<file path="config.mk">
export PLATFORM = sky130hd
export DESIGN_NAME = zbtr_div
export DESIGN_NICKNAME = d
export VERILOG_FILES = /design/src/zbtr_div.sv
export SDC_FILE = /design/constraint.sdc
export NUM_CORES = 1
export LEC_CHECK = 0
export ABC_AREA = 1
export BUFFER_PORTS_ARGS = -buffer_cell sky130_fd_sc_hd__buf_4
export CORE_MARGIN = 5
export CORE_UTILIZATION = 30
export CTS_BUF_LIST = sky130_fd_sc_hd__clkbuf_16
export DETAILED_ROUTE_END_ITERATION = 8
export GPL_ROUTABILITY_DRIVEN = 0
export PLACE_DENSITY_LB_ADDON = 0.05
export SLEW_MARGIN = 0
export SYNTH_ARGS = -nofsm -noshare
export SYNTH_HDL_FRONTEND = slang
export SYNTH_SLANG_ARGS = --single-unit
</file>
<file path="constraint.sdc">
create_clock -name i_clk -period 4.65 [get_ports i_clk]
set_clock_uncertainty 0.2 [all_clocks]
set_input_delay 0.465 -clock i_clk [delete_from_list [all_inputs] [get_ports i_clk]]
set_output_delay 0.465 -clock i_clk [all_outputs]
set_load 0.005 [all_outputs]
</file>
<file path="src/zbtr_div.sv">
`default_nettype none
module zbtr_div #(
    parameter int W = 24,
    parameter int F = 14,
    parameter int R = 16
) (
    input  wire logic                i_clk,
    input  wire logic                i_rst_n,
    input  wire logic                i_start,
    input  wire logic signed [W-1:0] i_den,
    output logic                     o_done,
    output logic         [R-1:0]     o_quo
);

    localparam int CW = $clog2(R + 1);
    localparam logic [W:0] ONE = (W + 1)'(1) << F;

    logic [W:0]    r_den;
    logic [W:0]    r_rem;
    logic [R-1:0]  r_quo;
    logic [CW-1:0] r_cnt;
    logic          r_busy;
    logic          r_done;
    logic [W:0]    rem2;
    logic [W:0]    den_ext;

    assign rem2    = {r_rem[W-1:0], 1'b0};
    assign den_ext = {1'b0, i_den};

    always_ff @(posedge i_clk) begin
        if (!i_rst_n) begin
            r_busy <= 1'b0;
            r_done <= 1'b0;
        end else begin
            if (i_start) begin
                r_den <= den_ext;
                // a denominator at or below one saturates the quotient
                if (den_ext <= ONE) begin
                    r_quo  <= '1;
                    r_done <= 1'b1;
                end else begin
                    r_quo  <= '0;
                    r_rem  <= ONE;
                    r_cnt  <= CW'(R);
                    r_busy <= 1'b1;
                    r_done <= 1'b0;
                end
            end else if (r_busy) begin
                if (rem2 >= r_den) begin
                    r_rem <= rem2 - r_den;
                    r_quo <= {r_quo[R-2:0], 1'b1};
                end else begin
                    r_rem <= rem2;
                    r_quo <= {r_quo[R-2:0], 1'b0};
                end
                r_cnt <= r_cnt - CW'(1);
                if (r_cnt == CW'(1)) begin
                    r_busy <= 1'b0;
                    r_done <= 1'b1;
                end else begin
                    r_done <= 1'b0;
                end
            end else begin
                r_done <= 1'b0;
            end
        end
    end

    assign o_done = r_done;
    assign o_quo  = r_quo;

endmodule
`default_nettype wire
</file>
==> results.md <==
- Cell with the most instances after synthesis: nand2_1
- Min-Delay Endpoint: r_den[11]
- Crit end category: flip-flop
- Ys Warns: 0
- Routed via count: 4064
- Largest net degree at the start of global routing: 30
- Dominant cell type by area after synthesis: edfxtp_1
- CP required: 4.55 ns
- Share of cells above drive strength 1: 11.1%
- Reg2reg path depth: 13
- Die height: 137 um
- Synth Area in Simple Gates: 34.3%
- Cells after Synth: 650
- CP max FO: 18
- Synth area leaders: edfxtp_1 43%, nand2_1 18%, inv_1 9.5%
- FMAX: 343 MHz
- DR top layer: met4
- Ant. Diodes: 0
- Initial antenna violation count: 0
- Worst hold path stage count: 1
- Top cell type's share of synthesized area: 42.7%
- Iter 0 DRT Violations: 192
- Core Box Area: 15900 sq um
- RSZ-0062 raised after global routing: no
- Post-CTS Setup Bufs: 0
- CP Data Arrival Time: 2.82 ns
- Fin cells: 916
- Largest family of logic cells by synthesized area: simple AND/OR/NAND/NOR gates
- Leak: 2.92 nW
- Rows: 46
- TNS Setup: 0 ns
- Root Buffer: clkbuf_16
- Hold_sp: i_den[11]
- Max IR drop VDD: 0.151 mV
- Setup violators final: 0
- Starting Density: 30.6%
- First-pass GRT wire length: 21000 um
- WL final: 12800 um
- Final period util: 62.8%
- Reg2reg setup slack: 1.73 ns
- Vias per std cell: 4.44
- Crit-path max cell delay: 0.43 ns
- Slowest cell on crit path: edfxtp_1
- Post-synth EDFFs: 69
- H-tree depth: 3
- Post-CTS Resized: 0
- Post-synth net total: 704
- Synth cell types: 34
- Worst r2r dst: r_rem[21]
- Max-Cap Viols: 0
- Number of global-route vias before repair: 4057
- # IOs: 44
- Filler cells: 1758
- Num CTS Buffers: 9
- Status: finished clean
- Top_reg_cell synth: edfxtp_1
- Placed Instance Area: 5410 sq um
- Crit Path Class: flip-flop to flip-flop
- GR Util All Layers: 14.7%
- Max clock buf depth: 2
- Netlist Area Pre-Place: 4860 sq um
- Seq cells post-synth: 71
- First-pass iteration count of the detailed router: 5
- DR DRC count: 0
- PD cells: 391 nW/um^2
- CP startpoint kind: flip-flop
- Layout net count: 750
- Die Width: 137 um
- Grt ovf: 0
- WL/cell: 14.0 um
- Die area: 18800 sq um
- Worst rel slew slack: 29.8%
- Worst-Skew Late Latency: 0.34 ns
- Post-route ant nets: 0
- Post-CTS Hold Buffers: 0
- WL met3: 606 um
- Met1 WL: 6200 um
- CP top delay family: simple AND/OR/NAND/NOR gates
- Synth Area in Adders: 7.11%
- Post-synth top cells: 238 x nand2_1, 123 x inv_1, 69 x edfxtp_1
- Non-Filler Cell Area, Final: 5690 sq um
- Metal2 WL: 5720 um
- Synth Area in Compound Gates: 1.91%
- Crit path cell chain: ha_1 > nand2_1 > nor2_2 > nand2_1 > nor2_1 > nand2_1 > nand2_2 > nor2_4 > nand2_4 > nand2_2 > nand2_1 > nand2_1 > inv_1
- Clock Sinks: 71
- Least-Margin Pin Slew: 1.05 ns
- R2r startpoint: r_rem[12]
- P&R area growth vs syn: 17.1%
- Avg Inst Size Synth: 7.47 sq um
- Fin crit period: 2.92 ns
- DP Cell Count: 901
- Ys async rst share: 0%
- Synth Area in XOR/XNOR: 2.16%
- Crit path buf inv count: 1
- Clock transition at the registers of the reported paths: 0.06 ns
- Mux cell area share after synthesis: 0%
- Final hold vios: 0
- Worst path most repeated cell: nand2_1
- CTS tree: done
- Register Area: 2110 sq um
- Seq/Total Area, Yosys: 43.5%
- Hpwl dp: 9960 um
- HP Class: primary input to flip-flop
- Multi-input logic area: 2210 sq um
- Port Buffers: 43
- Fin. max-slew vios: 0
==> report_power, final <==
group | total, mW | internal, mW | switching, mW
Combinational | 0.724 | 0.253 | 0.472
Clock | 0.667 | 0.405 | 0.262
Sequential | 0.829 | 0.796 | 0.0333
==> layout make-up <==
class | instances | share of cell area, %
sequential | 71 | 37.1
timing repair buffer | 45 | 5.94
inverter | 127 | 8.43
tap | 216 | 4.75
clock inverter | 6 | 0.946
clock buffer | 9 | 3.96
multi-input combinational | 442 | 38.8
==> kinds of logic (layout without fill, tap and decap cells) <==
| kind of cell | Yosys count | count (layout) |
|---|---|---|
| xor gates and xnor gates | 12 | 12 |
| buffers and inverters | 137 | 187 |
| adders and majority gates | 27 | 27 |
| and+or+nand+nor | 386 | 386 |
| DFF | 71 | 71 |
| AOI/OAI and AO/OA | 17 | 17 |
==> stage by stage <==
step           setup WS [ns]  hold slack (ns)  util, %  power [mW]
2_1_floorplan           2.18            0.255        -        1.37
4_1_cts                 1.70           0.0899     35.8        2.26
5_1_grt                 1.51           0.0938     35.8        2.39
3_3_place_gp            1.58            0.270     34.0        1.57
6_report                1.73            0.110     35.8        2.22
3_5_place_dp            1.51            0.287     34.0        1.57
==> placed cells by master (no fill, tap or decap), types with 2 or more instances in the layout <==
cell type / count
or2_2: 2
nand4_1: 8
nand3b_1: 13
a21oi_1: 11
nor3_1: 5
inv_2: 2
nor2_2: 3
ha_1: 26
clkbuf_16: 9
nor2_4: 3
buf_4: 45
xor2_1: 9
nand3_1: 34
nand2_2: 6
nand2_1: 238
dfxtp_1: 2
inv_1: 124
edfxtp_1: 69
xnor2_1: 3
nor4_1: 3
clkinv_1: 3
nor2_1: 67
o21ai_0: 3
==> worst max-delay path by stage <==
stage          slack (ns)        end  startpoint  cells past startpoint
2_1_floorplan        2.18   r_cnt[0]     i_start                      5
3_3_place_gp         1.58   r_rem[7]    i_den[6]                      8
3_5_place_dp         1.51   r_rem[8]   i_den[15]                      8
4_1_cts              1.70  r_rem[22]   r_rem[12]                     13
5_1_grt              1.51  r_rem[22]   r_rem[12]                     13
6_report             1.73  r_rem[21]   r_rem[12]                     13
==> registers in the layout (all words and copies together) (netlist names) <==
name / cells
o_done: 1
r_cnt: 5
r_busy: 1
o_quo: 16
r_rem: 24
r_den: 24
==> routing by layer <==
layer | vias to the layer above | GRT usage (%)
li1 | 2116 | -
met1 | 1846 | 20.2
met2 | 87 | 22.8
met3 | 15 | 2.89
met4 | 0 | 5.82
met5 | - | 0
(Power assumes the default switching activity.)
